--- config.mk ---
export PLATFORM = sky130hd
export DESIGN_NAME = slider_calibration_search
export DESIGN_NICKNAME = d
export VERILOG_FILES = /design/src/hdl/scs_pkg.sv /design/src/hdl/scs_useq.sv /design/src/hdl/scs_datapath.sv /design/src/hdl/slider_calibration_search.sv
export SDC_FILE = /design/constraint.sdc
export NUM_CORES = 1
export LEC_CHECK = 0
export BUFFER_PORTS_ARGS = -buffer_cell sky130_fd_sc_hd__buf_2
export CAP_MARGIN = 20
export CORE_ASPECT_RATIO = 1.2
export CORE_MARGIN = 2
export CORE_UTILIZATION = 39
export CTS_BUF_LIST = sky130_fd_sc_hd__clkbuf_2 sky130_fd_sc_hd__clkbuf_4 sky130_fd_sc_hd__clkbuf_8
export DETAILED_ROUTE_END_ITERATION = 7
export PLACE_DENSITY_LB_ADDON = 0.05
export SLEW_MARGIN = 40
export SYNTH_ARGS = -nofsm -noshare
export SYNTH_HDL_FRONTEND = slang
export SYNTH_SLANG_ARGS = --single-unit
--- constraint.sdc ---
create_clock -name clk -period 5.4 [get_ports clk]
set_input_delay 0.27 -clock clk [delete_from_list [all_inputs] [get_ports clk]]
set_output_delay 0.27 -clock clk [all_outputs]
set_load 0.05 [all_outputs]
--- src/hdl/scs_pkg.sv ---
package scs_pkg;

	// Default search range of the calibration points.
	localparam int POS_RANGE_DEF = 256;

	// Q1.16 constants
	localparam int QW         = 17;
	localparam int LEVEL_SH   = 10;
	localparam logic [QW-1:0] Q_ONE  = QW'(65536);
	localparam logic [QW-1:0] Q_NEAR = QW'(256);
	localparam logic [15:0]   NEAR_LIMIT = 16'(65536 - 256);

	localparam logic [7:0] PICK_LO_NONE = 8'hFF;
	localparam logic [7:0] PICK_HI_NONE = 8'h00;

	// Divider: one quotient bit per step.
	localparam int DIV_STEPS = 16;
	localparam int CW        = $clog2(DIV_STEPS);
	typedef logic [CW-1:0] cnt_t;
	localparam cnt_t DIV_LAST = cnt_t'(DIV_STEPS - 1);

	typedef struct packed {
		logic [7:0] slider_pos;
		logic [6:0] target_level;
	} req_t;

	typedef struct packed {
		logic [7:0] cal_low;
		logic [7:0] cal_high;
	} rsp_t;

	// Microcode step address
	typedef logic [3:0] upc_t;
	localparam upc_t U_IDLE     = 4'd0;
	localparam upc_t U_CHECK    = 4'd1;
	localparam upc_t U_HI_INIT  = 4'd2;
	localparam upc_t U_DIV_INIT = 4'd3;
	localparam upc_t U_DIV_STEP = 4'd4;
	localparam upc_t U_EVAL     = 4'd5;
	localparam upc_t U_NEXT_HI  = 4'd6;
	localparam upc_t U_NEXT_LO  = 4'd7;
	localparam upc_t U_OUT      = 4'd8;
	localparam upc_t U_LAST     = U_OUT;

	typedef enum logic [3:0] {
		ACT_NONE     = 4'd0,
		ACT_LOAD     = 4'd1,
		ACT_HI_INIT  = 4'd2,
		ACT_DIV_INIT = 4'd3,
		ACT_DIV_STEP = 4'd4,
		ACT_EVAL     = 4'd5,
		ACT_NEXT_HI  = 4'd6,
		ACT_NEXT_LO  = 4'd7,
		ACT_OUT      = 4'd8
	} act_t;

	typedef enum logic [3:0] {
		COND_NEVER    = 4'd0,
		COND_WAIT_IN  = 4'd1,
		COND_SKIP     = 4'd2,
		COND_BIG      = 4'd3,
		COND_DIV_MORE = 4'd4,
		COND_NEAR_HIT = 4'd5,
		COND_HI_MORE  = 4'd6,
		COND_LO_MORE  = 4'd7,
		COND_OUT_BUSY = 4'd8
	} cond_t;

	typedef struct packed {
		act_t  act;
		cond_t cond;
		upc_t  tgt_true;
		upc_t  tgt_false;
	} ucode_t;

	// Datapath flags seen by the branch logic
	typedef struct packed {
		logic wait_in;
		logic skip;
		logic big;
		logic div_more;
		logic near_hit;
		logic hi_more;
		logic lo_more;
		logic out_busy;
	} stat_t;

	// Control store
	function automatic ucode_t ucode_rom(input upc_t a);
		ucode_t w;
		unique case (a)
			U_IDLE:     w = '{ACT_LOAD,     COND_WAIT_IN,  U_IDLE,     U_CHECK};
			U_CHECK:    w = '{ACT_NONE,     COND_SKIP,     U_OUT,      U_HI_INIT};
			U_HI_INIT:  w = '{ACT_HI_INIT,  COND_NEVER,    U_DIV_INIT, U_DIV_INIT};
			U_DIV_INIT: w = '{ACT_DIV_INIT, COND_BIG,      U_EVAL,     U_DIV_STEP};
			U_DIV_STEP: w = '{ACT_DIV_STEP, COND_DIV_MORE, U_DIV_STEP, U_EVAL};
			U_EVAL:     w = '{ACT_EVAL,     COND_NEAR_HIT, U_NEXT_LO,  U_NEXT_HI};
			U_NEXT_HI:  w = '{ACT_NEXT_HI,  COND_HI_MORE,  U_DIV_INIT, U_NEXT_LO};
			U_NEXT_LO:  w = '{ACT_NEXT_LO,  COND_LO_MORE,  U_HI_INIT,  U_OUT};
			U_OUT:      w = '{ACT_OUT,      COND_OUT_BUSY, U_OUT,      U_IDLE};
			default:    w = '{ACT_NONE,     COND_NEVER,    U_IDLE,     U_IDLE};
		endcase
		return w;
	endfunction

endpackage

--- src/hdl/scs_useq.sv ---
module scs_useq (
	input  logic           clk,
	input  logic           arst_n,
	input  scs_pkg::stat_t stat,
	output scs_pkg::act_t  act
);

	scs_pkg::upc_t   upc_q;
	scs_pkg::ucode_t word;
	logic            take;

	assign word = scs_pkg::ucode_rom(upc_q);
	assign act  = word.act;

	always_comb begin
		case (word.cond)
			scs_pkg::COND_NEVER:    take = 1'b0;
			scs_pkg::COND_WAIT_IN:  take = stat.wait_in;
			scs_pkg::COND_SKIP:     take = stat.skip;
			scs_pkg::COND_BIG:      take = stat.big;
			scs_pkg::COND_DIV_MORE: take = stat.div_more;
			scs_pkg::COND_NEAR_HIT: take = stat.near_hit;
			scs_pkg::COND_HI_MORE:  take = stat.hi_more;
			scs_pkg::COND_LO_MORE:  take = stat.lo_more;
			scs_pkg::COND_OUT_BUSY: take = stat.out_busy;
			default:                take = 1'b0;
		endcase
	end

	always_ff @(posedge clk or negedge arst_n) begin
		if (!arst_n) begin
			upc_q <= scs_pkg::U_IDLE;
		end else begin
			upc_q <= take ? word.tgt_true : word.tgt_false;
		end
	end

	a_upc_range: assert property (@(posedge clk) disable iff (!arst_n)
		upc_q <= scs_pkg::U_LAST)
		else $error("step counter left the program");

	a_start: assert property (@(posedge clk) disable iff (!arst_n)
		(upc_q == scs_pkg::U_IDLE && !stat.wait_in) |=> (upc_q == scs_pkg::U_CHECK))
		else $error("accepted transaction did not start the search");

	a_div_done: assert property (@(posedge clk) disable iff (!arst_n)
		(upc_q == scs_pkg::U_DIV_STEP && !stat.div_more) |=> (upc_q == scs_pkg::U_EVAL))
		else $error("divider did not hand over to evaluation");

endmodule

--- src/hdl/scs_datapath.sv ---
module scs_datapath #(
	parameter int POS_RANGE = scs_pkg::POS_RANGE_DEF
) (
	input  logic           clk,
	input  logic           arst_n,
	input  scs_pkg::act_t  act,
	output scs_pkg::stat_t stat,
	input  logic           req_valid,
	output logic           req_stall,
	input  scs_pkg::req_t  req_data,
	output logic           rsp_valid,
	input  logic           rsp_stall,
	output scs_pkg::rsp_t  rsp_data
);

	localparam int HW = $clog2(POS_RANGE);
	localparam int EW = (HW > 8) ? HW : 8;
	localparam int QW = scs_pkg::QW;

	logic [7:0]    pos_q;
	logic [QW-1:0] level_q;
	logic [7:0]    lo_q;
	logic [HW-1:0] hi_q;
	logic [HW-1:0] den_q;
	logic [HW-1:0] rem_q;
	logic [15:0]   quo_q;
	scs_pkg::cnt_t cnt_q;
	logic          one_q;
	logic [QW-1:0] best_q;
	logic [7:0]    pick_lo_q;
	logic [7:0]    pick_hi_q;
	logic          rsp_valid_q;
	scs_pkg::rsp_t rsp_q;

	logic [EW-1:0] hi_e, lo_e, pos_e, den_n, rem_n;
	logic [HW:0]   rem_sh, trial;
	logic          trial_ok;
	logic [QW-1:0] ratio;
	logic [QW:0]   diff;
	logic          hit, near;

	assign hi_e  = EW'(hi_q);
	assign lo_e  = EW'(lo_q);
	assign pos_e = EW'(pos_q);
	assign den_n = hi_e - lo_e;
	assign rem_n = pos_e - lo_e;

	// restoring divide step
	assign rem_sh   = {rem_q, 1'b0};
	assign trial_ok = rem_sh >= {1'b0, den_q};
	assign trial    = rem_sh - {1'b0, den_q};

	// ratio snaps to one when within 1/256 of it
	assign ratio = (one_q || quo_q >= scs_pkg::NEAR_LIMIT) ? scs_pkg::Q_ONE : {1'b0, quo_q};
	assign diff  = {1'b0, level_q} - {1'b0, ratio};
	assign hit   = !diff[QW] && (diff[QW-1:0] <= best_q);
	assign near  = hit && (diff[QW-1:0] < scs_pkg::Q_NEAR);

	assign stat.wait_in  = !req_valid;
	assign stat.skip     = (pos_q == 8'd0) || (32'(pos_q) >= 32'(POS_RANGE));
	assign stat.big      = (hi_e == pos_e);
	assign stat.div_more = (cnt_q != scs_pkg::DIV_LAST);
	assign stat.near_hit = near;
	assign stat.hi_more  = (hi_q != HW'(POS_RANGE - 1));
	assign stat.lo_more  = (lo_q != pos_q - 8'd1);
	assign stat.out_busy = rsp_valid_q && rsp_stall;

	assign req_stall = (act != scs_pkg::ACT_LOAD);
	assign rsp_valid = rsp_valid_q;
	assign rsp_data  = rsp_q;

	always_ff @(posedge clk) begin
		case (act)
			scs_pkg::ACT_LOAD: begin
				if (req_valid) begin
					pos_q     <= req_data.slider_pos;
					level_q   <= {req_data.target_level, scs_pkg::LEVEL_SH'(0)};
					best_q    <= scs_pkg::Q_ONE;
					pick_lo_q <= scs_pkg::PICK_LO_NONE;
					pick_hi_q <= scs_pkg::PICK_HI_NONE;
					lo_q      <= 8'd0;
				end
			end
			scs_pkg::ACT_HI_INIT: begin
				hi_q <= pos_e[HW-1:0];
			end
			scs_pkg::ACT_DIV_INIT: begin
				den_q <= den_n[HW-1:0];
				rem_q <= rem_n[HW-1:0];
				quo_q <= '0;
				cnt_q <= '0;
				one_q <= (hi_e == pos_e);
			end
			scs_pkg::ACT_DIV_STEP: begin
				if (trial_ok) begin
					rem_q <= trial[HW-1:0];
				end else begin
					rem_q <= rem_sh[HW-1:0];
				end
				quo_q <= {quo_q[14:0], trial_ok};
				cnt_q <= cnt_q + scs_pkg::cnt_t'(1);
			end
			scs_pkg::ACT_EVAL: begin
				if (hit) begin
					best_q    <= diff[QW-1:0];
					pick_lo_q <= lo_q;
					pick_hi_q <= hi_e[7:0];
				end
			end
			scs_pkg::ACT_NEXT_HI: begin
				hi_q <= hi_q + HW'(1);
			end
			scs_pkg::ACT_NEXT_LO: begin
				lo_q <= lo_q + 8'd1;
			end
			scs_pkg::ACT_OUT: begin
				if (!stat.out_busy) begin
					rsp_q.cal_low  <= pick_lo_q;
					rsp_q.cal_high <= pick_hi_q;
				end
			end
			default: begin
			end
		endcase
	end

	always_ff @(posedge clk or negedge arst_n) begin
		if (!arst_n) begin
			rsp_valid_q <= 1'b0;
		end else if (act == scs_pkg::ACT_OUT && !stat.out_busy) begin
			rsp_valid_q <= 1'b1;
		end else if (rsp_valid_q && !rsp_stall) begin
			rsp_valid_q <= 1'b0;
		end
	end

	a_rem_below_den: assert property (@(posedge clk) disable iff (!arst_n)
		(act == scs_pkg::ACT_DIV_STEP) |-> (rem_q < den_q))
		else $error("divider remainder not below divisor");

	a_best_shrinks: assert property (@(posedge clk) disable iff (!arst_n)
		(act == scs_pkg::ACT_EVAL && hit) |=> (best_q <= $past(best_q)))
		else $error("best difference grew");

	a_out_load: assert property (@(posedge clk) disable iff (!arst_n)
		(act == scs_pkg::ACT_OUT && !stat.out_busy) |=> rsp_valid_q)
		else $error("result not presented after output step");

endmodule

--- src/hdl/slider_calibration_search.sv ---
// Channel   Dir  Payload                          Transaction when
// req       in   scs_pkg::req_t (slider, level)   req_valid && !req_stall
// rsp       out  scs_pkg::rsp_t (low, high)       rsp_valid && !rsp_stall
//
// Flow: one request at a time. Each (low, high) pair runs setup, the divide steps,
//   evaluate and advance, or skips the divide steps when high equals the slider;
//   each low adds a high-init and a low-advance step. Worst case is near slider 128
//   with range 256, set by the single shared restoring divider, one quotient bit per cycle.
// Reset: arst_n clears the step counter and the result valid; no clearing pass.
// Stalls: rsp_stall holds the result register; the sequencer waits in its output step.
module slider_calibration_search #(
	parameter int POS_RANGE = scs_pkg::POS_RANGE_DEF
) (
	input  logic          clk,
	input  logic          arst_n,
	input  logic          req_valid,
	output logic          req_stall,
	input  scs_pkg::req_t req_data,
	output logic          rsp_valid,
	input  logic          rsp_stall,
	output scs_pkg::rsp_t rsp_data
);

	// Control flows from the microcoded sequencer to the datapath as one
	// action per step; the datapath returns its branch flags.
	scs_pkg::act_t  act;
	scs_pkg::stat_t stat;

	scs_useq u_useq (
		.clk    (clk),
		.arst_n (arst_n),
		.stat   (stat),
		.act    (act)
	);

	// Holds the request, the low/high counters, the divider, the best
	// difference so far and the result register.
	scs_datapath #(
		.POS_RANGE (POS_RANGE)
	) u_datapath (
		.clk       (clk),
		.arst_n    (arst_n),
		.act       (act),
		.stat      (stat),
		.req_valid (req_valid),
		.req_stall (req_stall),
		.req_data  (req_data),
		.rsp_valid (rsp_valid),
		.rsp_stall (rsp_stall),
		.rsp_data  (rsp_data)
	);

endmodule

## Word level (Yosys, flattened, before mapping)

Memories as Yosys holds them, arrays and structs flattened.
Cells that the tools add are included.

- Input bits: 19
- Output and inout port bits: 18
- Word-level logic and storage cells: 93
- Memories: 1
- Bits in read-only memories: 256
- Register bits after elaboration: 122

- Reduce and logical (&&, ||, !) cells: 20
- Bitwise logic cells: 1
- Eq/ne operators: 23
- Add/sub/neg operators: 8
- Multiplexer cells: 20
- Order comparisons: 4

Memory list:

| name | words | bits a word | read ports | clocked after Yosys merged registers in | write ports | RTL line | text |
|---|---|---|---|---|---|---|---|
| (no name shown) | 16 | 16 | 1 | 0 | 0 | scs_pkg.sv:91 | `unique case (a)` |

Operator list:

| kind | number |
|---|---|
| 8-bit one-hot mux with 2 select lines | 5 |
| 17-bit two-way mux | 3 |
| 8-bit two-way mux | 5 |
| 17-bit one-hot mux with 2 select lines | 1 |
| 4-bit by 3-bit == test with 1-bit output (second input constant) | 8 |
| 16-bit one-hot mux with 2 select lines | 1 |
| 8-bit subtractor | 3 |
| 17-bit by 17-bit subtractor with 18-bit output | 1 |
| 17-bit less-or-equal comparator | 1 |
| 17-bit by 9-bit < comparator with 1-bit output (second input constant) | 1 |
| 8-bit by 1-bit adder with 8-bit output (second input constant) | 2 |
| 4-bit by 2-bit == test with 1-bit output (second input constant) | 4 |
| 16-bit >= comparator (second input constant) | 1 |
| 2-bit nonzero test | 5 |
| 9-bit by 8-bit >= comparator with 1-bit output | 1 |
| 4-bit by 1-bit == test with 1-bit output (second input constant) | 2 |
| 4-bit == test (second input constant) | 2 |
| 8-bit == test | 1 |
| 8-bit logical NOT | 1 |
| 8-bit != test | 1 |
| 8-bit != test (second input constant) | 1 |
| 1-bit one-hot mux with 8 select lines | 1 |
| 4-bit one-hot mux with 2 select lines | 1 |
| 8-bit by 1-bit subtractor with 8-bit output (second input constant) | 1 |
| other kinds (13) | 23 |

## Longest topological paths before layout

- Depth after elaboration: 9
- Depth in mapped cells: 22
- Mapped depth without buffers: 20

## Hierarchy

From an unflattened synthesis, not the netlist that was laid out.

- Cells, all modules: 673
- Area total of the unflattened synthesis: 7337.0 um2

Modules (own cells, without submodules):

| module | cells each | seq. area each (um2) | times used | area an instance (um2) |
|---|---|---|---|---|
| scs_datapath | 627 | 3538.4 | 1 | 6877.8 |
| scs_useq | 46 | 100.1 | 1 | 459.2 |

## Worst setup path after synthesis

Ideal clock, no wire load.

- Kind: flip-flop to flip-flop
- Start: register u_datapath.quo_q[8]
- End: register u_datapath.best_q[0], enable pin
- Stages on the path, launching flop included: 23
- Required time: 5.010 ns
- Period minus slack after synthesis: 5.357 ns
- Library setup time: 0.390 ns
- Setup slack: 0.043 ns
- Data arrival time: 4.966 ns
- Buffers on the path: 2
- Cell sequence: edfxtp_1 nand4_1 o21bai_1 inv_1 clkbuf_1 buf_1 nand2_1 ha_1 a21o_1 a21oi_1 o221ai_1 xnor2_1 inv_1 ha_1 a21oi_1 nand2_1 a2111oi_0 o311ai_0 o211ai_1 o211ai_1 a21oi_1 nand2_1 nand2_1

- Word-level cells in the longest chain between the ends: 8
- Elaborated cells on any way between the ends: 9
- Those cells by class: add/sub (1); order compare (2); eq/ne (1); mux (1); reduce/logical (4)

RTL lines:

| item | RTL line | text |
|---|---|---|
| start: declaration | scs_datapath.sv:26 | `logic [15:0] quo_q;` |
| start signal: assignment | scs_datapath.sv:100 | `quo_q <= {quo_q[14:0], trial_ok};` |
| 16-bit >= comparator | scs_datapath.sv:54 | `assign ratio = (one_q \|\| quo_q >= scs_pkg::NEAR_LIMIT) ? scs_pkg::Q_ONE : {1'b0, quo_q};` |
| 1-bit logical OR | scs_datapath.sv:54 |  |
| 17-bit two-way mux * | scs_datapath.sv:54 |  |
| 17-bit by 17-bit subtractor with 18-bit output * | scs_datapath.sv:55 | `assign diff = {1'b0, level_q} - {1'b0, ratio};` |
| named net u_datapath.diff[13] | scs_datapath.sv:39 | `logic [QW:0] diff;` |
| 17-bit less-or-equal comparator * | scs_datapath.sv:56 | `assign hit = !diff[QW] && (diff[QW-1:0] <= best_q);` |
| 1-bit logical AND * | scs_datapath.sv:56 |  |
| 2-bit by 1-bit != test with 1-bit output (no line) * | - |  |
| 3-bit AND reduction (no line) * | - |  |
| end signal: assignment | scs_datapath.sv:78 | `best_q <= scs_pkg::Q_ONE;` |
| end signal: assignment | scs_datapath.sv:105 | `best_q <= diff[QW-1:0];` |
| end: declaration | scs_datapath.sv:29 | `logic [QW-1:0] best_q;` |

The timed path passes the listed nets; every way through them passes the cells marked *.
A chain may end at the register's enable or synchronous reset.

## Final worst setup path

- Start: register u_datapath.quo_q[8]
- End: register u_datapath.pick_hi_q[6], enable pin

- Word-level cells in the longest chain between the ends: 8
- Elaborated cells on any way between the ends: 9
- Those cells by class: add/sub (1); order compare (2); eq/ne (1); mux (1); reduce/logical (4)

RTL lines:

| item | RTL line | text |
|---|---|---|
| 16-bit >= comparator | scs_datapath.sv:54 |  |
| 1-bit logical OR | scs_datapath.sv:54 |  |
| 17-bit two-way mux * | scs_datapath.sv:54 |  |
| 17-bit by 17-bit subtractor with 18-bit output * | scs_datapath.sv:55 |  |
| named net u_datapath.diff[14] | scs_datapath.sv:39 |  |
| 17-bit less-or-equal comparator * | scs_datapath.sv:56 |  |
| 1-bit logical AND * | scs_datapath.sv:56 |  |
| 2-bit by 1-bit != test with 1-bit output (no line) * | - |  |
| 3-bit AND reduction (no line) * | - |  |
| end signal: assignment | scs_datapath.sv:80 | `pick_hi_q <= scs_pkg::PICK_HI_NONE;` |
| end signal: assignment | scs_datapath.sv:107 | `pick_hi_q <= hi_e[7:0];` |
| end: declaration | scs_datapath.sv:31 | `logic [7:0] pick_hi_q;` |

Marks and branches as above.

==> flow_summary.yaml <==
sta:
  relSlewSlack: 0.512
  setup_viol: 0
  fmax_mhz: 204
  period_minus_slack_ns: 4.90
  fin_skew_ns: 0.0110
  grt_setup_unrepaired: "no"
  slew_violations: 0
  setup_tns_ns: 0
  post-route-period-util: 0.908
  worst-slew-pin-transition_ns: 0.731
  finalHoldViolCount: 0
  layout_setup_ws_ns: 0.499
worst_hold_path:
  hold_path_class: "input port to flop"
  min_from: "rsp_stall"
placement:
  preCtsSetupSlack_ns: 0.511
  io_buffers: 36
  dp_hpwl_um: 12400
  place.gp.congestion: 0.846
  dpl_cell_area_mm2: 0.00765
synthesis:
  ys_ff_latch: 122
  synthSimpleGateAreaFrac: 0.159
  synthCells: 657
  synth_compound_area_frac: 0.107
  synth_fa_ha_area_frac: 0.103
  yosys_warnings: 0
  seq_area_frac_synth: 0.509
  synth_area_leaders: "edfxtp_1, ha_1, xnor2_1, and2_1, inv_1"
  synth.area.mux_share: 0.0157
  synth_fp_nets: 733
  yosysUniqueCellTypes: 65
  syn-cell-area_mm2: 0.00715
  yosys.area.top_type: "edfxtp_1"
  synth_flop_cell: "edfxtp_1"
  postSynth.asyncResetShare: 0.0410
  syn-mean-instance-area_um2: 10.9
  synth_xor_area_frac: 0.0686
  synth_edf_count: 117
  synth_top_family_by_area: "simple AND/OR/NAND/NOR gates"
  yosysTopAreaCellShare: 0.491
floorplanning:
  start_util: 0.395
  die_y_um: 152
  rows: 54
  io_pins: 37
  core_mm2: 0.0181
  fp.dieW_um: 128
  dieArea_mm2: 0.0194
global_route:
  antenna_found_initial: 0
  grt_pass1_vias: 5186
  grt_start_max_net_pins: 30
  grt_pass1_wl_um: 26600
  grt_usage: 0.178
  grt_overflow: 0
worst_setup_path:
  reg2reg_slack_ns: 0.50
  rr_startpoint: "u_datapath.quo_q[8]$_SDFFCE_PN0P_"
  worst_setup_path_end_kind: "flop"
  path_buf_inv: 3
  startpoint_type: "flop"
  critical_path_class: "flop to flop"
  critPathMaxStageDelay_ns: 0.49
  crit_arrival_ns: 5.01
  path_common_cell: "nand2_1"
  worst-path-max-fanout: 22
  startpoint: "u_datapath.quo_q[8]$_SDFFCE_PN0P_"
  critical_path_required_ns: 5.51
  crit_slowest_cell: "edfxtp_1"
  crit_family: "compound AO/OA/AOI/OAI gates"
  path_cells: "nand4_1 -> o21bai_1 -> inv_1 -> buf_4 -> nand2_1 -> ha_1 -> nand3_1 -> o221ai_1 -> xor2_1 -> ha_1 -> nand4_1 -> nor2_1 -> a2111oi_0 -> o311ai_0 -> o211ai_1 -> o211ai_1 -> a21oi_1 -> nand2_1 -> nand2_1 -> buf_4"
routing:
  drc: 0
  drtPass1Iterations: 4
  routed_wl_um: 16600
  via_per_inst: 5.26
  avgRoutedWirePerCell_um: 17.3
  drtIter0Drc: 222
  drt.antenna.violating_nets: 0
  num_vias: 5043
cts:
  cts.clk_slew.worst_paths_ns: 0.07
  cts_buffers: 17
  cts.sinks: 122
  htreeDepth: 4
  clk_path_buf_depth: 2
  root_buffer: "clkbuf_8"
  cts_tree: "yes"
  clk_latency_ns: 0.44
flow_run:
  cap_violations: 0
run_status:
  status: "completed"
layout:
  antennaDiodeCount: 0
  final_nets: 797
  areaGrowthSynthToFinish_pct: 15.1
  fin_area_mm2: 0.00823
  fillerInstances: 1706
  drive_gt1_frac: 0.135
power_and_ir_drop:
  ir_drop_v: 0.000246
  p_leak_nw: 3.21
  power_density_mw_per_mm2: 632
## synth_stat cells (8+ instances only)
| library cell | instances |
|---|---|
| a21o_1 | 9 |
| a21oi_1 | 27 |
| and2_1 | 34 |
| clkbuf_1 | 14 |
| edfxtp_1 | 117 |
| ha_1 | 54 |
| inv_1 | 55 |
| mux2i_1 | 9 |
| nand2_1 | 49 |
| nand2b_1 | 9 |
| nand3_1 | 23 |
| nand4_1 | 8 |
| nor2_1 | 54 |
| nor2b_1 | 8 |
| nor3_1 | 14 |
| o21ai_0 | 26 |
| xnor2_1 | 36 |
| xor2_1 | 20 |
## routing by layer
metal  global-route usage  vias to the layer above  routed length, µm
met5                    0                        -                  0
met4               0.0665                        0                367
met3               0.0376                       22                378
met2                0.327                       80               8850
met1                0.199                     2460               7010
li1                     -                     2481                  -
## metrics by stage
stage | hold slack, ns | instances | util | power [mW]
3_3_place_gp | 0.0929 | 909 | 0.421 | 4.31
3_5_place_dp | 0.0947 | 909 | 0.423 | 4.39
6_report | 0.104 | 958 | 0.454 | 5.20
5_1_grt | 0.0654 | 958 | 0.454 | 5.64
2_1_floorplan | -0.0256 | 657 | - | 3.63
4_1_cts | 0.0610 | 957 | 0.454 | 5.25
## worst register-to-register path, stage by stage, from the launching register on
cell       delay, ns
edfxtp_1        0.49
nand4_1         0.12
o21bai_1        0.19
inv_1           0.17
buf_4           0.21
nand2_1         0.12
ha_1            0.44
nand3_1         0.13
o221ai_1        0.22
xor2_1          0.34
ha_1            0.32
nand4_1         0.15
nor2_1          0.06
a2111oi_0       0.37
o311ai_0        0.25
o211ai_1        0.15
o211ai_1        0.21
a21oi_1         0.19
nand2_1         0.06
nand2_1         0.09
buf_4           0.29
## area by class of cell
cell class                 instances  area, µm²  area share
sequential                       122       3640       0.442
clock buffer                      18        241      0.0293
timing repair buffer              62        415      0.0505
clock inverter                    14        163      0.0198
inverter                          56        210      0.0255
tap                              224        280      0.0341
multi-input combinational        462       3280       0.399
## cells by family (layout without fill, tap and decap cells)
| kind of cell | after synthesis | count (layout) |
|---|---|---|
| mux | 11 | 11 |
| simple gates | 226 | 226 |
| xor+xnor | 56 | 56 |
| compound gates | 112 | 112 |
| flops | 122 | 122 |
| fa+ha+maj | 57 | 57 |
| buf+inv | 73 | 150 |
## power breakdown
group	total (mW)	internal (mW)	switching, mW	leakage (nW)
clock	0.833	0.427	0.405	0.204
combinational	2.53	1.02	1.52	1.87
sequential	1.84	1.53	0.305	1.13
total	5.20	2.98	2.23	3.21
## flip-flops by register name, summed over array words and instances (netlist names)
name,flops
u_datapath.best_q,17
u_datapath.cnt_q,4
u_datapath.den_q,8
u_datapath.hi_e,8
u_datapath.level_q,7
u_datapath.lo_e,8
u_datapath.one_q,1
u_datapath.pick_hi_q,8
u_datapath.pick_lo_q,8
u_datapath.pos_e,8
u_datapath.quo_q,16
u_datapath.rem_q,8
u_datapath.rsp_data,16
u_datapath.rsp_valid,1
u_useq.upc_q,4
## cell usage in the layout, fill, tap and decap left out, types with 4 or more instances in the layout
| master | count |
|---|---|
| edfxtp_1 | 117 |
| inv_1 | 55 |
| nor2_1 | 54 |
| ha_1 | 54 |
| nand2_1 | 49 |
| xnor2_1 | 36 |
| buf_2 | 36 |
| and2_1 | 34 |
| a21oi_1 | 26 |
| o21ai_0 | 26 |
| nand3_1 | 23 |
| xor2_1 | 20 |
| clkbuf_8 | 17 |
| dlygate4sd3_1 | 16 |
| nor3_1 | 11 |
| buf_4 | 10 |
| a21o_1 | 9 |
| mux2i_1 | 9 |
| nand2b_1 | 9 |
| nand4_1 | 8 |
| nor2b_1 | 8 |
| and3_1 | 7 |
| nor4_1 | 5 |
| inv_6 | 5 |
| dfrtp_1 | 5 |
| nor3_2 | 4 |
| o21a_1 | 4 |
| clkinv_4 | 4 |
## worst paths after layout
path | cells after the start | end
setup / recovery | 20 | u_datapath.pick_hi_q[6]$_SDFFCE_PP0P_
setup reg to reg | 20 | u_datapath.pick_hi_q[6]$_SDFFCE_PP0P_
min in group asynchronous | 2 | u_useq.upc_q[2]$_DFF_PN0_
max in group asynchronous | 2 | u_datapath.rsp_valid$_DFFE_PN0P_
hold reg to reg | 0 | u_datapath.rsp_data[10]$_DFFE_PP_
hold / removal | 3 | u_datapath.rsp_valid$_DFFE_PN0P_
## repair_timing
action	in CTS	in global routing
gates resized for setup	0	1
setup buffers	0	1
endpoints found under the hold margin	20	0
hold buffers	16	0
endpoints found under the setup margin	0	24
No activity file was read; power rests on OpenSTA's default activity.
